--- src/hdl/cgmc_pkg.sv ---
`timescale 1ns / 1ps
`default_nettype none
// ----------------------------------------------------------------------------
// cgmc_pkg: shared types and constants for the gain/max compositor
// Pixel and result item structs, register indexes, reset values and the
// fixed-point constants of the divide-by-100 step.
// ----------------------------------------------------------------------------
package cgmc_pkg;

	localparam int unsigned ChanW  = 8;
	localparam int unsigned GainW  = 10;
	localparam int unsigned RouteW = 24;
	localparam int unsigned Lanes  = 3;

	// gain * x + 50 fits in 19 bits
	localparam int unsigned ProdW  = 19;
	// p >= 25600 saturates; below that p fits in 15 bits
	localparam int unsigned PLowW  = 15;
	localparam int unsigned RecipW = 34;
	localparam int unsigned RecipShift = 25;

	localparam logic [ProdW-1:0]  RoundAdd  = 19'd50;
	localparam logic [ProdW-1:0]  SatLimit  = 19'd25600;
	// ceil(2^25 / 100): exact floor(p / 100) for p below 2^25 / 68
	localparam logic [RecipW-1:0] RecipMul  = 34'd335545;

	localparam logic [GainW-1:0]  GainUnity = 10'd100;
	localparam logic [RouteW-1:0] RouteADef = 24'hFF0000;
	localparam logic [RouteW-1:0] RouteBDef = 24'h00FF00;
	localparam logic [RouteW-1:0] RouteCDef = 24'h0000FF;
	localparam logic [ChanW-1:0]  ChanMax   = 8'd255;

	typedef enum logic [2:0] {
		REG_GAIN_FIRST   = 3'd0,
		REG_ROUTE_FIRST  = 3'd1,
		REG_GAIN_SECOND  = 3'd2,
		REG_ROUTE_SECOND = 3'd3,
		REG_GAIN_THIRD   = 3'd4,
		REG_ROUTE_THIRD  = 3'd5
	} cfg_idx_t;

	typedef struct packed {
		logic [ChanW-1:0] in_chan0;
		logic [ChanW-1:0] in_chan1;
		logic [ChanW-1:0] in_chan2;
		logic             last_pixel;
	} pixel_t;

	typedef struct packed {
		logic [ChanW-1:0] out_chan0;
		logic [ChanW-1:0] out_chan1;
		logic [ChanW-1:0] out_chan2;
		logic             end_of_image;
	} comp_t;

endpackage
`default_nettype wire

--- src/hdl/channel_gain_max_composite_top.sv ---
`timescale 1ns / 1ps
`default_nettype none
// ----------------------------------------------------------------------------
// channel_gain_max_composite_top: per-pixel gain, saturate and max compositor
// Scales each pixel byte by a percent gain with rounding, saturates at 255
// and merges the scaled bytes into output bytes by maximum under route words.
//
//   channel   direction  handshake              payload
//   pix       in         pix_valid / pix_stall  cgmc_pkg::pixel_t
//   comp      out        comp_valid / comp_stall cgmc_pkg::comp_t
//   cfg       in         cfg_valid / cfg_ready  cfg_index, cfg_data
//
// One item per clock sustained while comp_stall is low. Stages: multiply,
// reciprocal multiply, saturate and merge. While every register holds its
// reset value the input pixel passes through unchanged. Reset clears the
// stage valid bits and loads the register defaults. Each stage holds only
// while it is full and the stage after it holds. cfg_ready is always high.
// ----------------------------------------------------------------------------
module channel_gain_max_composite_top (
	input  wire logic                          clk,
	input  wire logic                          arst_n,
	input  wire logic                          pix_valid,
	output logic                               pix_stall,
	input  wire cgmc_pkg::pixel_t              pix,
	output logic                               comp_valid,
	input  wire logic                          comp_stall,
	output cgmc_pkg::comp_t                    comp,
	input  wire logic                          cfg_valid,
	output logic                               cfg_ready,
	input  wire logic [2:0]                    cfg_index,
	input  wire logic [cgmc_pkg::RouteW-1:0]   cfg_data
);
	import cgmc_pkg::*;

	logic [GainW-1:0]  gain_q  [Lanes];
	logic [RouteW-1:0] route_q [Lanes];
	logic              bypass;

	logic              v_s1, v_s2, v_s3;
	logic              en1, en2, en3;
	logic [ProdW-1:0]  prod_s1  [Lanes];
	logic [RecipW-1:0] recip_s2 [Lanes];
	logic              sat_s2   [Lanes];
	pixel_t            pix_s1, pix_s2;
	comp_t             comp_s3;

	logic [ChanW-1:0]  xin    [Lanes];
	logic [ChanW-1:0]  scaled [Lanes];
	logic [ChanW-1:0]  acc    [Lanes];

	// configuration registers
	assign cfg_ready = 1'b1;

	always_ff @(posedge clk or negedge arst_n) begin
		if (!arst_n) begin
			gain_q[0]  <= GainUnity;
			gain_q[1]  <= GainUnity;
			gain_q[2]  <= GainUnity;
			route_q[0] <= RouteADef;
			route_q[1] <= RouteBDef;
			route_q[2] <= RouteCDef;
		end else if (cfg_valid && cfg_ready) begin
			case (cfg_index)
				REG_GAIN_FIRST:   gain_q[0]  <= cfg_data[GainW-1:0];
				REG_ROUTE_FIRST:  route_q[0] <= cfg_data;
				REG_GAIN_SECOND:  gain_q[1]  <= cfg_data[GainW-1:0];
				REG_ROUTE_SECOND: route_q[1] <= cfg_data;
				REG_GAIN_THIRD:   gain_q[2]  <= cfg_data[GainW-1:0];
				REG_ROUTE_THIRD:  route_q[2] <= cfg_data;
				default: ;
			endcase
		end
	end

	assign bypass = (gain_q[0] == GainUnity) && (gain_q[1] == GainUnity) &&
		(gain_q[2] == GainUnity) && (route_q[0] == RouteADef) &&
		(route_q[1] == RouteBDef) && (route_q[2] == RouteCDef);

	// stage enables
	assign en3       = !v_s3 || !comp_stall;
	assign en2       = !v_s2 || en3;
	assign en1       = !v_s1 || en2;
	assign pix_stall = !en1;

	always_ff @(posedge clk or negedge arst_n) begin
		if (!arst_n) begin
			v_s1 <= 1'b0;
			v_s2 <= 1'b0;
			v_s3 <= 1'b0;
		end else begin
			if (en1) v_s1 <= pix_valid;
			if (en2) v_s2 <= v_s1;
			if (en3) v_s3 <= v_s2;
		end
	end

	// lane 0 takes in_chan2, lane 2 takes in_chan0
	assign xin[0] = pix.in_chan2;
	assign xin[1] = pix.in_chan1;
	assign xin[2] = pix.in_chan0;

	// stage 1: gain multiply and rounding
	always_ff @(posedge clk) begin
		if (en1 && pix_valid) begin
			pix_s1 <= pix;
			for (int k = 0; k < Lanes; k++) begin
				prod_s1[k] <= ProdW'(gain_q[k]) * ProdW'(xin[k]) + RoundAdd;
			end
		end
	end

	// stage 2: reciprocal multiply for divide by 100, saturation flag
	always_ff @(posedge clk) begin
		if (en2 && v_s1) begin
			pix_s2 <= pix_s1;
			for (int k = 0; k < Lanes; k++) begin
				sat_s2[k]   <= prod_s1[k] >= SatLimit;
				recip_s2[k] <= RecipW'(prod_s1[k][PLowW-1:0]) * RecipMul;
			end
		end
	end

	// stage 3: saturate, route and take the maximum
	always_comb begin
		for (int k = 0; k < Lanes; k++) begin
			scaled[k] = sat_s2[k] ? ChanMax : recip_s2[k][RecipShift +: ChanW];
		end
		for (int j = 0; j < Lanes; j++) begin
			acc[j] = '0;
			for (int k = 0; k < Lanes; k++) begin
				if ((route_q[k][(Lanes-1-j)*ChanW +: ChanW] != '0) && (scaled[k] > acc[j]))
					acc[j] = scaled[k];
			end
		end
	end

	always_ff @(posedge clk) begin
		if (en3 && v_s2) begin
			comp_s3.end_of_image <= pix_s2.last_pixel;
			if (bypass) begin
				comp_s3.out_chan0 <= pix_s2.in_chan0;
				comp_s3.out_chan1 <= pix_s2.in_chan1;
				comp_s3.out_chan2 <= pix_s2.in_chan2;
			end else begin
				comp_s3.out_chan0 <= acc[0];
				comp_s3.out_chan1 <= acc[1];
				comp_s3.out_chan2 <= acc[2];
			end
		end
	end

	assign comp_valid = v_s3;
	assign comp       = comp_s3;

	// checks
	a_stall_needs_full: assert property (@(posedge clk) disable iff (!arst_n)
		pix_stall |-> (v_s1 && v_s2 && v_s3 && comp_stall))
		else $error("input stalled with a free stage");

	a_recip_range: assert property (@(posedge clk) disable iff (!arst_n)
		(v_s2 && !sat_s2[0]) |-> (recip_s2[0][RecipW-1:RecipShift+ChanW] == '0))
		else $error("reciprocal product out of range");

	a_unrouted_zero: assert property (@(posedge clk) disable iff (!arst_n)
		(comp_valid && !bypass && (route_q[0][23:16] == '0) &&
		(route_q[1][23:16] == '0) && (route_q[2][23:16] == '0))
		|-> (comp.out_chan0 == '0))
		else $error("unrouted output byte not zero");

	a_s3_advance: assert property (@(posedge clk) disable iff (!arst_n)
		(v_s2 && v_s3 && !comp_stall) |=> v_s3)
		else $error("item dropped between stage 2 and stage 3");

endmodule
`default_nettype wire

--- config.mk ---
export PLATFORM = sky130hd
export DESIGN_NAME = channel_gain_max_composite_top
export DESIGN_NICKNAME = d
export VERILOG_FILES = /design/src/hdl/cgmc_pkg.sv /design/src/hdl/channel_gain_max_composite_top.sv
export SDC_FILE = /design/constraint.sdc
export NUM_CORES = 2
export LEC_CHECK = 0
export ABC_CLOCK_PERIOD_IN_PS = 11200
export BUFFER_PORTS_ARGS = -buffer_cell sky130_fd_sc_hd__buf_2
export CAP_MARGIN = 40
export CORE_ASPECT_RATIO = 1.4
export CORE_UTILIZATION = 66
export DETAILED_ROUTE_END_ITERATION = 8
export PLACE_DENSITY = 0.84
export SYNTH_ARGS = -nofsm -noshare
export SYNTH_HDL_FRONTEND = slang
export SYNTH_SLANG_ARGS = --single-unit
--- constraint.sdc ---
create_clock -name clk -period 11.2 [get_ports clk]
set_clock_uncertainty 0.1 [all_clocks]
set_input_delay 2.24 -clock clk [delete_from_list [all_inputs] [get_ports clk]]
set_output_delay 2.24 -clock clk [all_outputs]
set_load 0.01 [all_outputs]
==> flow_summary.toml <==
[sta]
fin_hold_ws_ns = 0.3201
maxSlewHeadroom = 0.3843
period_share = 0.5743
setup_violations = 0
clock.fmax_mhz = 155.5
final_max_slew_viol_count = 0
setup_tns_ns = 0
finalWorstPathRequiredPeriod_ns = 6.432
worst_slew_pin_slew_ns = 0.9202
finalHoldViolCount = 0
grt_setup_unrepaired = "false"

[clocking]
clk_latency_ns = 0.55
clockRootBuffer = "clkbuf_16"
cts_tree = "yes"
cts_sinks = 264
cts_made_buffers = 26
cts_resized = 0
cts_hold_buf = 0
path_clk_slew_ns = 0.06
h-tree-depth = 1
clockBufferDepth = 3
cts_setup_buffers = 0

[worst_setup_path]
cp.buffers_inverters = 4
crit_slowest_cell = "fa_1"
ff2ff_path_depth = 19
cp.arrival_ns = 6.62
path_delay_family = "adder cells"
timing.rr.end = "recip_s2[0][100]$_DFFE_PP_"
cpPeakStageDelay_ns = 0.55
crit_fanout = 11
critPathKind = "in2reg"
cp-start-kind = "input port"
crit_top_cell = "fa_1"
critPathRequiredTime_ns = 11.39
worstReg2RegStart = "prod_s1[0][41]$_DFFE_PP_"
crit_path_end_kind = "register"
path_cells = "buf_2 -> nand2_1 -> fa_1 -> inv_1 -> fa_1 -> inv_1 -> fa_1 -> fa_1 -> inv_1 -> ha_1 -> nor2b_1 -> o21ai_0 -> a21boi_0 -> o21ai_1 -> a211oi_1 -> nor3_1 -> nor3_1 -> xor2_1"
r2r_slack_ns = 4.94

[routing]
viasPerCell = 5.747
detail_route.wirelength_mm = 76.24
drtPass1Iterations = 5
drc = 0
post_drt_wl_per_cell_um = 19.73
drtIter0Drc = 1095
ant_nets = 0
via_count = 22210

[grt]
grt-ovfl-total = 0
antenna_found_initial = 0
grt_max_degree = 64
grt_pass1_vias = 24400
grt_pass1_wl_mm = 122.7
track_usage = 0.3074

[die]
die_height_um = 268.5
row_count = 97
start_util = 0.6694
io_pins = 85
dieArea_mm2 = 0.05163
core_mm2 = 0.05000
die_x_um = 192.3

[yosys]
synth.yosys.warnings = 0
synthArstFlopShare = 0.3977
synth_edf_count = 159
synth-seq-cells = 264
syn_area_mm2 = 0.03347
yosysSeqAreaShare = 0.2224
ys_types = 85
syn_nets = 4195
avgSynthCellArea_um2 = 10.68
ys.flop_type = "edfxtp_1"
syn_inst = 3133

[place]
portBuffers = 83
dp_hpwl_mm = 63.93
place_inst = 3816
gp_congestion = 0.9682

[finish]
fin_nets = 4263
fillCellCount = 3604
stdcell_count = 3865
final_cell_mix = "inv_1 (761), ha_1 (576), fa_1 (429)"
final_common_cell = "inv_1"
drive_gt1_frac = 0.1052
area_growth_pct = 5.925

[hold_path]
worstHoldStart = "pix_s2[0]$_DFFE_PP_"
hold_class = "reg2reg"
whs_path_depth = 0
hold_path_end = "comp[0]$_DFFE_PP_"

[status]
outcome = "finished, final reports clean"

[job]
drv_cap = 0
==> through the flow <==
stage / area, µm² / worst slack (ns) / utilization
global route: 35450 / 4.432 / 0.7090
detailed placement: 34590 / 4.297 / 0.6917
finish: 35460 / 4.768 / 0.7091
CTS: 35450 / 4.813 / 0.7090
global placement: 34520 / 4.408 / 0.6904
floorplan: 33470 / 4.633 / -
==> area by class of cell <==
class,count,area [µm²],share of cell area
multi-input cells,2054,22950,0.6472
flip-flops and latches,264,7443,0.2099
inverters,761,2856,0.08057
well taps,643,804.5,0.02269
clock buffers,38,767.0,0.02163
repair buffers,94,533.0,0.01503
clock inverters,10,100.1,0.002823
diodes,1,2.502,0.00007058
==> how the worst max path moves through the flow <==
stage          cells after the start  slack, ns                  endpoint    start
2_1_floorplan                     17       4.63  prod_s1[0][37]$_DFFE_PP_  pix[11]
3_3_place_gp                      17       4.41  prod_s1[0][37]$_DFFE_PP_  pix[11]
3_5_place_dp                      18       4.30  prod_s1[0][53]$_DFFE_PP_  pix[17]
4_1_cts                           18       4.81  prod_s1[0][53]$_DFFE_PP_  pix[17]
5_1_grt                           18       4.43  prod_s1[0][34]$_DFFE_PP_  pix[10]
6_report                          18       4.77  prod_s1[0][53]$_DFFE_PP_  pix[17]
==> synth_stat cells (all sizes together) (3+ instances only) <==
master | count | area (µm²)
inv | 761 | 2856
ha | 576 | 7207
fa | 429 | 8588
edfxtp | 159 | 4775
nand2 | 148 | 558.0
and2 | 140 | 877.1
mux2 | 130 | 1520
nor2 | 92 | 347.8
dfrtp | 72 | 1802
a21oi | 66 | 334.1
xnor2 | 50 | 437.9
o21ai | 48 | 247.7
clkbuf | 42 | 157.7
mux2i | 40 | 400.4
a21o | 36 | 270.3
nor3 | 34 | 201.5
dfstp | 33 | 867.1
nand3 | 30 | 150.1
nor4 | 23 | 158.9
nand4 | 22 | 152.7
xor2 | 16 | 140.1
and3 | 15 | 93.84
nor2b | 15 | 93.84
or2 | 14 | 87.59
o21a | 13 | 97.59
buf | 12 | 81.32
a31oi | 11 | 68.82
a211oi | 9 | 67.56
a21boi | 8 | 60.06
o21bai | 8 | 60.06
nand2b | 7 | 43.79
o211ai | 7 | 66.31
nand4b | 6 | 52.55
or4 | 6 | 48.80
o31ai | 5 | 51.30
a2111oi | 3 | 32.53
a211o | 3 | 26.28
a221oi | 3 | 26.28
a31o | 3 | 26.28
nor4b | 3 | 26.28
o221ai | 3 | 26.28
o311ai | 3 | 26.28
or3 | 3 | 18.77
==> layer usage <==
metal  GRT usage  wire, µm  vias to the layer above  part of all wire
met5           0         0                        -                 0
met4      0.1445      3800                        0             0.050
met3     0.03085      2746                      204             0.036
met2      0.5759     40980                      529              0.54
met1      0.3470     28720                    11250              0.38
li1            -         -                    10230                 -
==> registers in the layout, summed over array words and instances, names as in the netlist <==
name	count
comp	25
comp_valid	1
gain_q	30
pix_s1	25
pix_s2	25
prod_s1	57
recip_s2	24
route_q	72
sat_s2	3
v_s1	1
v_s2	1
==> cells by family (layout without fill, tap and decap cells) <==
| group | after synthesis | after routing | share of synthesized area |
|---|---|---|---|
| AO/OA/AOI/OAI | 244 | 244 | 0.04871 |
| adder cells (fa/ha/maj) | 1005 | 1005 | 0.4719 |
| other | 1 | 2 | 0.0001120 |
| flip-flops | 264 | 264 | 0.2224 |
| multiplexers | 170 | 170 | 0.05738 |
| AND/OR/NAND/NOR | 568 | 568 | 0.08979 |
| XOR/XNOR | 66 | 66 | 0.01727 |
| buffers and inverters | 815 | 903 | 0.09248 |
Power is not shown: default switching activity piles up to over one toggle a cycle in this logic, so the estimate is an artifact.
